File: src/hdl/assert_macros.svh
// assertion macros for the route table
`ifndef ASSERT_MACROS_SVH
`define ASSERT_MACROS_SVH
`ifndef ASSERT_OFF
`define ASSERT_IMPLIES(lbl, clk, rst, ante, cons, msg) \
  lbl: assert property (@(posedge clk) disable iff (rst) (ante) |-> (cons)) else $error(msg);
`define ASSERT_NEXT(lbl, clk, rst, ante, cons, msg) \
  lbl: assert property (@(posedge clk) disable iff (rst) (ante) |=> (cons)) else $error(msg);
`else
`define ASSERT_IMPLIES(lbl, clk, rst, ante, cons, msg)
`define ASSERT_NEXT(lbl, clk, rst, ante, cons, msg)
`endif
`endif

File: src/hdl/dvrt_pkg.sv
// shared types, codes and constants of the route table
package dvrt_pkg;

  localparam int ADDR_W = 32;
  localparam int COST_W = 17;
  localparam int STAT_W = 3;
  localparam int CHG_W  = 5;

  localparam logic [COST_W-1:0] COST_INF = 17'd99999;
  localparam logic [CHG_W-1:0]  CHG_MAX  = 5'd31;

  localparam int DEF_TABLE_DEPTH  = 16;
  localparam int DEF_ADVERT_DEPTH = 16;

  typedef enum logic [1:0] {
    KIND_LINK   = 2'd0,
    KIND_ADVERT = 2'd1,
    KIND_LOOKUP = 2'd2,
    KIND_NONE   = 2'd3
  } kind_t;

  typedef enum logic [2:0] {
    ST_DONE     = 3'd0,
    ST_FULL     = 3'd1,
    ST_REJECTED = 3'd2,
    ST_UNKNOWN  = 3'd3,
    ST_NO_ROUTE = 3'd4,
    ST_LOCAL    = 3'd5,
    ST_OVERFLOW = 3'd6
  } status_t;

  typedef enum logic [1:0] {
    KEY_A,
    KEY_B,
    KEY_ADV
  } key_sel_t;

  typedef enum logic [1:0] {
    OUT_PLAIN,
    OUT_LOCAL,
    OUT_ROUTE,
    OUT_COMMIT
  } out_kind_t;

  typedef enum logic [2:0] {
    WR_NONE,
    WR_NB_UPD,
    WR_NB_APP,
    WR_REM_APP,
    WR_RELAX
  } wr_op_t;

  typedef enum logic [3:0] {
    S_IDLE,
    S_LK_START,
    S_LK_WAIT,
    S_LU_START,
    S_LU_WAIT,
    S_LU_READ,
    S_ADV_PUSH,
    S_CM_CHK,
    S_CM_SND,
    S_CM_NB,
    S_CM_ENT,
    S_CM_ENT2,
    S_CM_RWAIT,
    S_CM_RCMP,
    S_FINISH
  } state_t;

  typedef struct packed {
    logic      latch;
    logic      srch_start;
    key_sel_t  key_sel;
    logic      row_rd;
    logic      nb_latch;
    wr_op_t    wr_op;
    logic      adv_push;
    logic      adv_clear;
    logic      adv_rd;
    logic      e_clr;
    logic      e_inc;
    logic      out_load;
    status_t   out_status;
    out_kind_t out_kind;
  } dvrt_cmd_t;

  typedef struct packed {
    logic srch_done;
    logic found;
    logic is_nb;
    logic tbl_full;
    logic a_own;
    logic b_own;
    logic last;
    logic rej;
    logic ovf;
    logic e_end;
    logic adv_own;
    logic better;
  } dvrt_stat_t;

endpackage

File: src/hdl/dvrt_ctrl.sv
// sequencer for link, advertisement and lookup items, and the commit after the last advertisement entry
module dvrt_ctrl
  import dvrt_pkg::*;
(
  input  logic       clk,
  input  logic       rst,
  input  logic       in_valid,
  input  logic [1:0] kind,
  output logic       in_stall,
  input  logic       out_stall,
  output logic       out_valid,
  output dvrt_cmd_t  cmd,
  input  dvrt_stat_t stat
);

  state_t    state, state_next;
  logic      out_vld, out_vld_next;
  logic      second, second_next;
  logic      fail, fail_next;
  status_t   res_status, res_status_next;
  out_kind_t res_kind, res_kind_next;
  logic      nbmode;
  logic      slot_free;

  assign nbmode    = stat.a_own || stat.b_own;
  assign slot_free = !out_vld || !out_stall;
  assign in_stall  = (state != S_IDLE);
  assign out_valid = out_vld;

  always_ff @(posedge clk) begin
    if (rst) begin
      state   <= S_IDLE;
      out_vld <= 1'b0;
    end else begin
      state   <= state_next;
      out_vld <= out_vld_next;
    end
  end

  always_ff @(posedge clk) begin
    second     <= second_next;
    fail       <= fail_next;
    res_status <= res_status_next;
    res_kind   <= res_kind_next;
  end

  always_comb begin
    state_next = state;
    unique case (state)
      S_IDLE: begin
        if (in_valid) begin
          case (kind_t'(kind))
            KIND_LINK:   state_next = S_LK_START;
            KIND_ADVERT: state_next = S_ADV_PUSH;
            KIND_LOOKUP: state_next = S_LU_START;
            default:     state_next = S_IDLE;
          endcase
        end
      end
      S_LK_START: state_next = S_LK_WAIT;
      S_LK_WAIT: begin
        if (stat.srch_done) begin
          state_next = (!nbmode && !second) ? S_LK_START : S_FINISH;
        end
      end
      S_LU_START: state_next = stat.b_own ? S_FINISH : S_LU_WAIT;
      S_LU_WAIT: begin
        if (stat.srch_done) begin
          state_next = stat.found ? S_LU_READ : S_FINISH;
        end
      end
      S_LU_READ:  state_next = S_FINISH;
      S_ADV_PUSH: state_next = stat.last ? S_CM_CHK : S_IDLE;
      S_CM_CHK:   state_next = (stat.rej || stat.ovf) ? S_FINISH : S_CM_SND;
      S_CM_SND: begin
        if (stat.srch_done) begin
          state_next = stat.found ? S_CM_NB : S_FINISH;
        end
      end
      S_CM_NB:   state_next = S_CM_ENT;
      S_CM_ENT:  state_next = stat.e_end ? S_FINISH : S_CM_ENT2;
      S_CM_ENT2: state_next = stat.adv_own ? S_CM_ENT : S_CM_RWAIT;
      S_CM_RWAIT: begin
        if (stat.srch_done) begin
          state_next = (stat.found && !stat.is_nb) ? S_CM_RCMP : S_CM_ENT;
        end
      end
      S_CM_RCMP: state_next = S_CM_ENT;
      S_FINISH: begin
        if (slot_free) begin
          state_next = S_IDLE;
        end
      end
      default: state_next = S_IDLE;
    endcase
  end

  always_comb begin
    cmd             = '0;
    second_next     = second;
    fail_next       = fail;
    res_status_next = res_status;
    res_kind_next   = res_kind;
    out_vld_next    = out_vld && out_stall;
    cmd.latch       = (state == S_IDLE) && in_valid;
    if (cmd.latch) begin
      second_next = 1'b0;
      fail_next   = 1'b0;
    end
    unique case (state)
      S_IDLE: ;
      S_LK_START: begin
        cmd.srch_start = 1'b1;
        if (nbmode) begin
          cmd.key_sel = stat.a_own ? KEY_B : KEY_A;
        end else begin
          cmd.key_sel = second ? KEY_B : KEY_A;
        end
      end
      S_LK_WAIT: begin
        if (stat.srch_done) begin
          if (stat.found) begin
            if (nbmode) begin
              cmd.wr_op = WR_NB_UPD;
            end
          end else if (stat.tbl_full) begin
            fail_next = 1'b1;
          end else begin
            cmd.wr_op = nbmode ? WR_NB_APP : WR_REM_APP;
          end
          if (!nbmode && !second) begin
            second_next = 1'b1;
          end
          res_status_next = (fail || (!stat.found && stat.tbl_full)) ? ST_FULL : ST_DONE;
          res_kind_next   = OUT_PLAIN;
        end
      end
      S_LU_START: begin
        if (stat.b_own) begin
          res_status_next = ST_LOCAL;
          res_kind_next   = OUT_LOCAL;
        end else begin
          cmd.srch_start = 1'b1;
          cmd.key_sel    = KEY_B;
        end
      end
      S_LU_WAIT: begin
        if (stat.srch_done) begin
          if (stat.found) begin
            cmd.row_rd = 1'b1;
          end else begin
            res_status_next = ST_NO_ROUTE;
            res_kind_next   = OUT_PLAIN;
          end
        end
      end
      S_LU_READ: begin
        res_status_next = ST_DONE;
        res_kind_next   = OUT_ROUTE;
      end
      S_ADV_PUSH: cmd.adv_push = 1'b1;
      S_CM_CHK: begin
        if (stat.rej) begin
          cmd.adv_clear   = 1'b1;
          res_status_next = ST_REJECTED;
          res_kind_next   = OUT_PLAIN;
        end else if (stat.ovf) begin
          cmd.adv_clear   = 1'b1;
          res_status_next = ST_OVERFLOW;
          res_kind_next   = OUT_PLAIN;
        end else begin
          cmd.srch_start = 1'b1;
          cmd.key_sel    = KEY_A;
        end
      end
      S_CM_SND: begin
        if (stat.srch_done) begin
          if (stat.found) begin
            cmd.row_rd = 1'b1;
          end else begin
            cmd.adv_clear   = 1'b1;
            res_status_next = ST_UNKNOWN;
            res_kind_next   = OUT_PLAIN;
          end
        end
      end
      S_CM_NB: begin
        cmd.nb_latch = 1'b1;
        cmd.e_clr    = 1'b1;
      end
      S_CM_ENT: begin
        if (stat.e_end) begin
          cmd.adv_clear   = 1'b1;
          res_status_next = ST_DONE;
          res_kind_next   = OUT_COMMIT;
        end else begin
          cmd.adv_rd = 1'b1;
        end
      end
      S_CM_ENT2: begin
        if (stat.adv_own) begin
          cmd.e_inc = 1'b1;
        end else begin
          cmd.srch_start = 1'b1;
          cmd.key_sel    = KEY_ADV;
        end
      end
      S_CM_RWAIT: begin
        if (stat.srch_done) begin
          if (stat.found && !stat.is_nb) begin
            cmd.row_rd = 1'b1;
          end else begin
            cmd.e_inc = 1'b1;
          end
        end
      end
      S_CM_RCMP: begin
        if (stat.better) begin
          cmd.wr_op = WR_RELAX;
        end
        cmd.e_inc = 1'b1;
      end
      S_FINISH: begin
        if (slot_free) begin
          cmd.out_load   = 1'b1;
          cmd.out_status = res_status;
          cmd.out_kind   = res_kind;
          out_vld_next   = 1'b1;
        end
      end
      default: ;
    endcase
  end

endmodule

File: src/hdl/dvrt_dp.sv
// route table, advertisement buffer, search unit and result registers
module dvrt_dp
  import dvrt_pkg::*;
#(
  parameter int TABLE_DEPTH  = DEF_TABLE_DEPTH,
  parameter int ADVERT_DEPTH = DEF_ADVERT_DEPTH
) (
  input  logic              clk,
  input  logic              rst,
  input  logic              cfg_write,
  input  logic [ADDR_W-1:0] cfg_data,
  input  logic [ADDR_W-1:0] first_address,
  input  logic [ADDR_W-1:0] second_address,
  input  logic [COST_W-1:0] link_cost,
  input  logic              last_entry,
  input  dvrt_cmd_t         cmd,
  output dvrt_stat_t        stat,
  output logic [STAT_W-1:0] status,
  output logic [ADDR_W-1:0] next_hop,
  output logic              next_hop_known,
  output logic [COST_W-1:0] route_cost,
  output logic [CHG_W-1:0]  changed_count
);

  localparam int IW  = $clog2(TABLE_DEPTH);
  localparam int CW  = $clog2(TABLE_DEPTH + 1);
  localparam int AIW = $clog2(ADVERT_DEPTH);
  localparam int ACW = $clog2(ADVERT_DEPTH + 1);

  logic [ADDR_W-1:0] dest_mem [TABLE_DEPTH];
  logic [ADDR_W-1:0] hop_mem  [TABLE_DEPTH];
  logic              known_mem[TABLE_DEPTH];
  logic [COST_W-1:0] cost_mem [TABLE_DEPTH];
  logic [ADDR_W-1:0] adv_dest_mem[ADVERT_DEPTH];
  logic [COST_W-1:0] adv_cost_mem[ADVERT_DEPTH];

  logic [ADDR_W-1:0] own_address;
  logic [ADDR_W-1:0] it_a, it_b;
  logic [COST_W-1:0] it_cost;
  logic              it_last;

  logic [CW-1:0]     route_count;
  logic [ACW-1:0]    adv_count;
  logic [ACW-1:0]    adv_idx;
  logic              rej, ovf;

  logic              s_busy, s_pend, srch_done;
  logic [CW-1:0]     s_idx;
  logic [IW-1:0]     s_pidx;
  logic [ADDR_W-1:0] s_key;
  logic [ADDR_W-1:0] rd_dest;
  logic              s_more, s_hit;
  logic              found;
  logic [IW-1:0]     fidx;

  logic [ADDR_W-1:0] rd_hop;
  logic              rd_known;
  logic [COST_W-1:0] rd_cost;
  logic [ADDR_W-1:0] nb_hop;
  logic              nb_known;
  logic [COST_W-1:0] nb_cost;
  logic [IW-1:0]     nb_idx;
  logic [ADDR_W-1:0] ad_dest;
  logic [COST_W-1:0] ad_cost;

  logic [TABLE_DEPTH-1:0] impr;
  logic [CHG_W-1:0]       chg;

  logic [COST_W:0]   through_sum;
  logic [COST_W-1:0] through;

  logic              wr_en, wr_app;
  logic [IW-1:0]     wr_addr;
  logic [ADDR_W-1:0] wr_hop;
  logic              wr_known;
  logic [COST_W-1:0] wr_cost;
  logic [ADDR_W-1:0] key_mux;

  always_ff @(posedge clk) begin
    if (rst) begin
      own_address <= '0;
    end else if (cfg_write) begin
      own_address <= cfg_data;
    end
  end

  // item capture with cost clamped to infinity
  always_ff @(posedge clk) begin
    if (cmd.latch) begin
      it_a    <= first_address;
      it_b    <= second_address;
      it_cost <= (link_cost > COST_INF) ? COST_INF : link_cost;
      it_last <= last_entry;
    end
  end

  // linear search over the occupied rows
  assign s_more = (s_idx < route_count);
  assign s_hit  = s_pend && (rd_dest == s_key);

  always_comb begin
    case (cmd.key_sel)
      KEY_A:   key_mux = it_a;
      KEY_B:   key_mux = it_b;
      default: key_mux = ad_dest;
    endcase
  end

  always_ff @(posedge clk) begin
    if (rst) begin
      s_busy    <= 1'b0;
      s_pend    <= 1'b0;
      srch_done <= 1'b0;
    end else begin
      srch_done <= 1'b0;
      if (cmd.srch_start) begin
        s_busy <= 1'b1;
        s_pend <= 1'b0;
        s_idx  <= '0;
        s_key  <= key_mux;
      end else if (s_busy) begin
        if (s_hit) begin
          s_busy    <= 1'b0;
          s_pend    <= 1'b0;
          srch_done <= 1'b1;
          found     <= 1'b1;
          fidx      <= s_pidx;
        end else if (s_more) begin
          s_pend <= 1'b1;
          s_pidx <= s_idx[IW-1:0];
          s_idx  <= CW'(s_idx + 1'b1);
        end else if (s_pend) begin
          s_pend <= 1'b0;
        end else begin
          s_busy    <= 1'b0;
          srch_done <= 1'b1;
          found     <= 1'b0;
        end
      end
    end
  end

  always_ff @(posedge clk) begin
    if (s_busy && s_more && !s_hit) begin
      rd_dest <= dest_mem[s_idx[IW-1:0]];
    end
  end

  // row read, sender capture and advertisement entry read
  always_ff @(posedge clk) begin
    if (cmd.row_rd) begin
      rd_hop   <= hop_mem[fidx];
      rd_known <= known_mem[fidx];
      rd_cost  <= cost_mem[fidx];
    end
    if (cmd.nb_latch) begin
      nb_hop   <= rd_hop;
      nb_known <= rd_known;
      nb_cost  <= rd_cost;
      nb_idx   <= fidx;
    end
    if (cmd.adv_rd) begin
      ad_dest <= adv_dest_mem[adv_idx[AIW-1:0]];
      ad_cost <= adv_cost_mem[adv_idx[AIW-1:0]];
    end
  end

  assign through_sum = {1'b0, nb_cost} + {1'b0, ad_cost};
  assign through     = (through_sum > {1'b0, COST_INF}) ? COST_INF : through_sum[COST_W-1:0];

  // route table write port
  always_comb begin
    wr_en    = 1'b1;
    wr_app   = 1'b0;
    wr_hop   = s_key;
    wr_known = 1'b1;
    wr_cost  = it_cost;
    unique case (cmd.wr_op)
      WR_NONE:   wr_en = 1'b0;
      WR_NB_UPD: ;
      WR_NB_APP: wr_app = 1'b1;
      WR_REM_APP: begin
        wr_app   = 1'b1;
        wr_hop   = '0;
        wr_known = 1'b0;
        wr_cost  = COST_INF;
      end
      WR_RELAX: begin
        wr_hop   = nb_hop;
        wr_known = nb_known;
        wr_cost  = through;
      end
      default: wr_en = 1'b0;
    endcase
    wr_addr = wr_app ? route_count[IW-1:0] : fidx;
  end

  always_ff @(posedge clk) begin
    if (wr_en) begin
      dest_mem[wr_addr]  <= s_key;
      hop_mem[wr_addr]   <= wr_hop;
      known_mem[wr_addr] <= wr_known;
      cost_mem[wr_addr]  <= wr_cost;
    end
  end

  always_ff @(posedge clk) begin
    if (rst) begin
      route_count <= '0;
    end else if (wr_en && wr_app) begin
      route_count <= CW'(route_count + 1'b1);
    end
  end

  // improvement count over distinct rows
  always_ff @(posedge clk) begin
    if (cmd.nb_latch) begin
      impr <= '0;
      chg  <= '0;
    end else if (cmd.wr_op == WR_RELAX && !impr[fidx]) begin
      impr[fidx] <= 1'b1;
      if (chg != CHG_MAX) begin
        chg <= CHG_W'(chg + 1'b1);
      end
    end
  end

  // advertisement buffer
  always_ff @(posedge clk) begin
    if (rst) begin
      adv_count <= '0;
      rej       <= 1'b0;
      ovf       <= 1'b0;
    end else if (cmd.adv_clear) begin
      adv_count <= '0;
      rej       <= 1'b0;
      ovf       <= 1'b0;
    end else if (cmd.adv_push) begin
      if (it_a == it_b) begin
        rej <= 1'b1;
      end
      if (adv_count < ACW'(ADVERT_DEPTH)) begin
        adv_count <= ACW'(adv_count + 1'b1);
      end else begin
        ovf <= 1'b1;
      end
    end
  end

  always_ff @(posedge clk) begin
    if (cmd.adv_push && adv_count < ACW'(ADVERT_DEPTH)) begin
      adv_dest_mem[adv_count[AIW-1:0]] <= it_b;
      adv_cost_mem[adv_count[AIW-1:0]] <= it_cost;
    end
  end

  always_ff @(posedge clk) begin
    if (cmd.e_clr) begin
      adv_idx <= '0;
    end else if (cmd.e_inc) begin
      adv_idx <= ACW'(adv_idx + 1'b1);
    end
  end

  // result register
  always_ff @(posedge clk) begin
    if (cmd.out_load) begin
      status         <= cmd.out_status;
      next_hop       <= '0;
      next_hop_known <= 1'b0;
      route_cost     <= '0;
      changed_count  <= '0;
      case (cmd.out_kind)
        OUT_LOCAL: begin
          next_hop       <= own_address;
          next_hop_known <= 1'b1;
        end
        OUT_ROUTE: begin
          next_hop       <= rd_known ? rd_hop : '0;
          next_hop_known <= rd_known;
          route_cost     <= rd_cost;
        end
        OUT_COMMIT: changed_count <= chg;
        default: ;
      endcase
    end
  end

  always_comb begin
    stat           = '0;
    stat.srch_done = srch_done;
    stat.found     = found;
    stat.is_nb     = (fidx == nb_idx);
    stat.tbl_full  = (route_count == CW'(TABLE_DEPTH));
    stat.a_own     = (it_a == own_address);
    stat.b_own     = (it_b == own_address);
    stat.last      = it_last;
    stat.rej       = rej;
    stat.ovf       = ovf;
    stat.e_end     = (adv_idx == adv_count);
    stat.adv_own   = (ad_dest == own_address);
    stat.better    = (through < rd_cost);
  end

endmodule

File: src/hdl/distance_vector_route_table.sv
// a lookup searches the table and reads the row it finds; a link item searches for its ends
// a plain advert entry is only buffered; the last one commits the buffer, searching the sender and each entry
// rate is set by the search unit reading one route row per cycle from the table, while the output is not stalled
// one item at a time; the next item is taken while a result waits to be taken
// synchronous reset clears counts, flags, own address and handshake; tables unset
`include "assert_macros.svh"
module distance_vector_route_table
  import dvrt_pkg::*;
#(
  parameter int TABLE_DEPTH  = DEF_TABLE_DEPTH,
  parameter int ADVERT_DEPTH = DEF_ADVERT_DEPTH
) (
  input  logic              clk,
  input  logic              rst,
  input  logic              cfg_write,
  input  logic [ADDR_W-1:0] cfg_data,
  input  logic              in_valid,
  output logic              in_stall,
  input  logic [1:0]        kind,
  input  logic [ADDR_W-1:0] first_address,
  input  logic [ADDR_W-1:0] second_address,
  input  logic [COST_W-1:0] link_cost,
  input  logic              last_entry,
  output logic              out_valid,
  input  logic              out_stall,
  output logic [STAT_W-1:0] status,
  output logic [ADDR_W-1:0] next_hop,
  output logic              next_hop_known,
  output logic [COST_W-1:0] route_cost,
  output logic [CHG_W-1:0]  changed_count
);

  dvrt_cmd_t  cmd;
  dvrt_stat_t stat;

  dvrt_ctrl u_ctrl (
    .clk       (clk),
    .rst       (rst),
    .in_valid  (in_valid),
    .kind      (kind),
    .in_stall  (in_stall),
    .out_stall (out_stall),
    .out_valid (out_valid),
    .cmd       (cmd),
    .stat      (stat)
  );

  dvrt_dp #(
    .TABLE_DEPTH  (TABLE_DEPTH),
    .ADVERT_DEPTH (ADVERT_DEPTH)
  ) u_dp (
    .clk            (clk),
    .rst            (rst),
    .cfg_write      (cfg_write),
    .cfg_data       (cfg_data),
    .first_address  (first_address),
    .second_address (second_address),
    .link_cost      (link_cost),
    .last_entry     (last_entry),
    .cmd            (cmd),
    .stat           (stat),
    .status         (status),
    .next_hop       (next_hop),
    .next_hop_known (next_hop_known),
    .route_cost     (route_cost),
    .changed_count  (changed_count)
  );

  `ASSERT_IMPLIES(a_search_busy, clk, rst, stat.srch_done, in_stall, "search ended while idle")
  `ASSERT_IMPLIES(a_write_busy, clk, rst, cmd.wr_op != WR_NONE, in_stall, "table write while idle")
  `ASSERT_IMPLIES(a_no_overwrite, clk, rst, cmd.out_load, !out_valid || !out_stall, "result lost")
  `ASSERT_NEXT(a_load_shown, clk, rst, cmd.out_load, out_valid, "loaded result not shown")

endmodule
File: config.mk
export PLATFORM = sky130hd
export DESIGN_NAME = distance_vector_route_table
export DESIGN_NICKNAME = d
export VERILOG_FILES = /design/src/hdl/dvrt_pkg.sv /design/src/hdl/dvrt_ctrl.sv /design/src/hdl/dvrt_dp.sv /design/src/hdl/distance_vector_route_table.sv
export VERILOG_INCLUDE_DIRS = /design/src /design/src/hdl
export SDC_FILE = /design/constraint.sdc
export NUM_CORES = 2
export LEC_CHECK = 0
export BUFFER_PORTS_ARGS = -buffer_cell sky130_fd_sc_hd__buf_2
export CAP_MARGIN = 5
export CORE_MARGIN = 2
export CORE_UTILIZATION = 30
export DETAILED_ROUTE_END_ITERATION = 6
export GPL_ROUTABILITY_DRIVEN = 0
export PLACE_DENSITY = 0.41
export SLEW_MARGIN = 20
export SYNTH_ARGS = -nofsm -noshare
export SYNTH_HDL_FRONTEND = slang
export SYNTH_SLANG_ARGS = --single-unit
File: constraint.sdc
create_clock -name clk -period 29.7 [get_ports clk]
set_input_delay 8.91 -clock clk [delete_from_list [all_inputs] [get_ports clk]]
set_output_delay 8.91 -clock clk [all_outputs]
set_load 0.02 [all_outputs]
==> summary.md <==
| Metric | Value |
|---|---|
| Vias in the first global route | `a little over 50k` |
| Worst setup EP type | `flip-flop` |
| Type of origin of the critical path | `input pin` |
| Top Ports | `between 150 and 200` |
| Mapped cell area | `between 0.09 and 0.1 mm^2` |
| Tcrit/Tclk final | `between 30 and 40%` |
| Met3 Track Usage GR | `between 2 and 2.5%` |
| Met2 usage | `a little under 30%` |
| Grt ovf | `0` |
| Status | `complete, no violations` |
| RSZ-0062 raised after global routing | `no` |
| Final ANT Viol Nets | `0` |
| Avg Cell Area, Syn | `approximately 21 um^2` |
| Area grow syn2layout | `16.5%` |
| Top FF cell, synth | `edfxtp_1` |
| CTS tree | `done` |
| Effective utilization at floorplan | `about 30%` |
| Largest net degree at the start of global routing | `~130` |
| Hpwl dp | `roughly 170,000 um` |
| Worst hold path class | `flip-flop to flip-flop` |
| Pins Over Slew Limit | `0` |
| Clk_lat worst skew | `approximately 0.9 ns` |
| Initial antenna violation count | `13` |
| Clock Skews | `roughly 0.04 ns` |
| Fin util | `35.1%` |
| Die Wd | `just under 600 um` |
| Worst hold path cell count | `0` |
| FFs w/ async S/R, synth | `0%` |
| Net count, final | `between 5k and 6k` |
| Critical path peak fanout | `63` |
| Post-CTS setup buffers | `0` |
| Worst setup margin | `around 18 ns` |
| DRC errors left | `0` |
| CP required | `roughly 30 ns` |
| Top-area cell type share of the netlist area | `about three quarters` |
| Clk sinks | `roughly 2.6k` |
| CTS hold repair buffers | `0` |
| Hold Fails Final Rpt | `0` |
| Mapped Nets | `around 5k` |
| TNS Setup | `0 ns` |
| GR peak layer | `met2` |
| Slew Limit Headroom | `18.1%` |
| GRT Total Usage | `between 15 and 20%` |
| Ys Warns | `0` |
| First drt pass iteration count | `5` |
| Layout cells sized above 1 | `between 20% and 30%` |
| Placed Area | `~0.11 mm^2` |
| Htree depth | `5` |
| Syn Inst Count | `~4.7k` |
| TritonCTS Buffers | `between 200 and 300` |
| GRT met1 Usage | `between 20% and 30%` |
| Core Box Area | `~0.33 mm^2` |
| Power Density | `~73 mW/mm^2` |
| R2r endpoint | `u_dp.hop_mem[12][24]` |
| Clock transition at the registers of the reported paths | `roughly 0.06 ns` |
| WP data arrival | `approximately 12 ns` |
| Die H | `580 um` |
| Starting DRT DRC Count | `a little over 4k` |
| Synth top area cells | `edfxtp_1 75%, mux4_2 15%, dfxtp_1 1.6%, xor2_1 1.1%, ha_1 0.68%` |
| Post-layout minimum cycle time | `roughly 11 ns` |
| Sequential element share of the synthesized area | `about three quarters` |
| Most frequent cells in the layout | `2,472 x edfxtp_1, 659 x mux4_2, 299 x clkbuf_16` |
| Post-synthesis register bit count | `approximately 2.6k` |
| CTS resizes | `0` |
| Vias | `about 49k` |
| CP endpoint | `u_dp.next_hop[6]` |
| Routed wire per std cell | `between 30 and 40 um` |
| Finish-stage setup viols | `0` |
| Leading cell type in the layout, fill and taps excluded | `edfxtp_1` |
| Final wirelength | `between 200,000 and 300,000 um` |
| # rows | `roughly 210` |
| Vias per cell | `~5.0` |
| Max Fclk | `roughly 0.088 GHz` |
| FF-to-FF path depth | `23` |
| Reg2reg start | `u_dp.nb_cost[4]` |
| First-pass GRT wire length | `a little over 400,000 um` |
| Maxcap violations | `0` |
| # port buffers | `180` |
| Post-route cell area | `0.116 mm^2` |
| Post-synth EDFFs | `approximately 2.5k` |
| Max IR drop VDD | `between 0.00004 and 0.00005 V` |
| Slew @ Worst Pin | `1.22 ns` |
| CTS max path bufs | `4` |
| Unique cell type count in the Yosys netlist | `65` |
| R2r setup slk | `around 21 ns` |
| Beginning of the critical path | `out_stall` |
| Root buf cell | `clkbuf_16` |
| Total power | `around 8500 uW` |
| Leakage | `between 0.03 and 0.04 uW` |
| Die ar. | `0.337 mm^2` |
| Setup CP Type | `input pin to flip-flop` |
| Setup WS pre-CTS | `17.29 ns` |
| Largest area contributor in the netlist | `edfxtp_1` |
metrics by stage:
step	std cells	hold WS (ns)
after detailed placement	9198	0.429
after global placement	9198	0.434
after global routing	9713	0.457
after floorplan	4694	0.400
final	9718	0.447
after CTS	9712	0.447
area by class of cell:
cell class	count	area, um^2
diodes	6	15.0
fillers	30760	214000
inverters	51	196
clock inverters	147	1380
repair buffers	371	2380
clock buffers	367	7770
flip-flops and latches	2552	75800
well taps	4366	5460
multi-input cells	1858	23000
critical path: stages:
cell,delay (ns)
buf_2,0.14
a211oi_4,0.19
buf_4,0.75
nand2_1,0.18
inv_1,0.13
ha_1,0.64
and2_2,0.81
a22oi_1,0.14
nor2_1,0.16
flip-flops by register name, indices dropped and copies added, names as in the netlist, 272 cells and up:
signal and cells:
u_dp.cost_mem 272, u_dp.adv_cost_mem 272, u_dp.hop_mem 512, u_dp.dest_mem 512, u_dp.adv_dest_mem 512
per-layer routing:
layer | up-vias | share of wire, %
li1 | 20318 | -
met1 | 26710 | 43
met2 | 1088 | 50
met3 | 425 | 3.5
met4 | 0 | 3.2
met5 | - | 0
synth_stat cells, types with 36 or more instances:
cell type  instances
nor4_1            39
dfxtp_1           80
edfxtp_1        2472
nand3_1           61
and2_1            36
mux2i_1           44
mux4_2           659
a21oi_1           42
o21ai_0           73
a22oi_1           65
nand2_1          138
xnor2_1           67
nor2_1           166
nand2b_1          48
xor2_1           122
inv_1             51
ha_1              54
buf_1             65
clkbuf_1         156
how the worst min path moves through the flow:
stage	startpoint	endpoint
6_report	u_dp.s_pidx[1]	u_dp.fidx[1]
5_1_grt	u_dp.s_pidx[0]	u_dp.fidx[0]
4_1_cts	u_dp.rd_hop[14]	u_dp.nb_hop[14]
3_5_place_dp	u_dp.s_pidx[2]	u_dp.fidx[2]
3_3_place_gp	u_dp.s_pidx[3]	u_dp.fidx[3]
2_1_floorplan	u_dp.s_pidx[0]	u_dp.fidx[0]
kinds of logic (layout without fill, tap and decap cells):
| kind of cell | Yosys count | after routing | synth area share, % |
|---|---|---|---|
| xor+xnor | 189 | 189 | 1.66 |
| fa+ha+maj | 55 | 55 | 0.698 |
| other cells | 0 | 6 | 0 |
| mux | 711 | 711 | 15.4 |
| simple gates | 620 | 620 | 3.06 |
| compound gates | 283 | 283 | 1.96 |
| buf+inv | 284 | 936 | 1.09 |
| flops | 2552 | 2552 | 76.1 |
power breakdown:
part	leakage (uW)	internal (uW)	switching, uW	total, uW
registers	0.0229	4150	138	4290
logic	0.00891	259	410	669
clock network	0.00447	2060	1450	3500
Power figures use the tool's default switching activity.
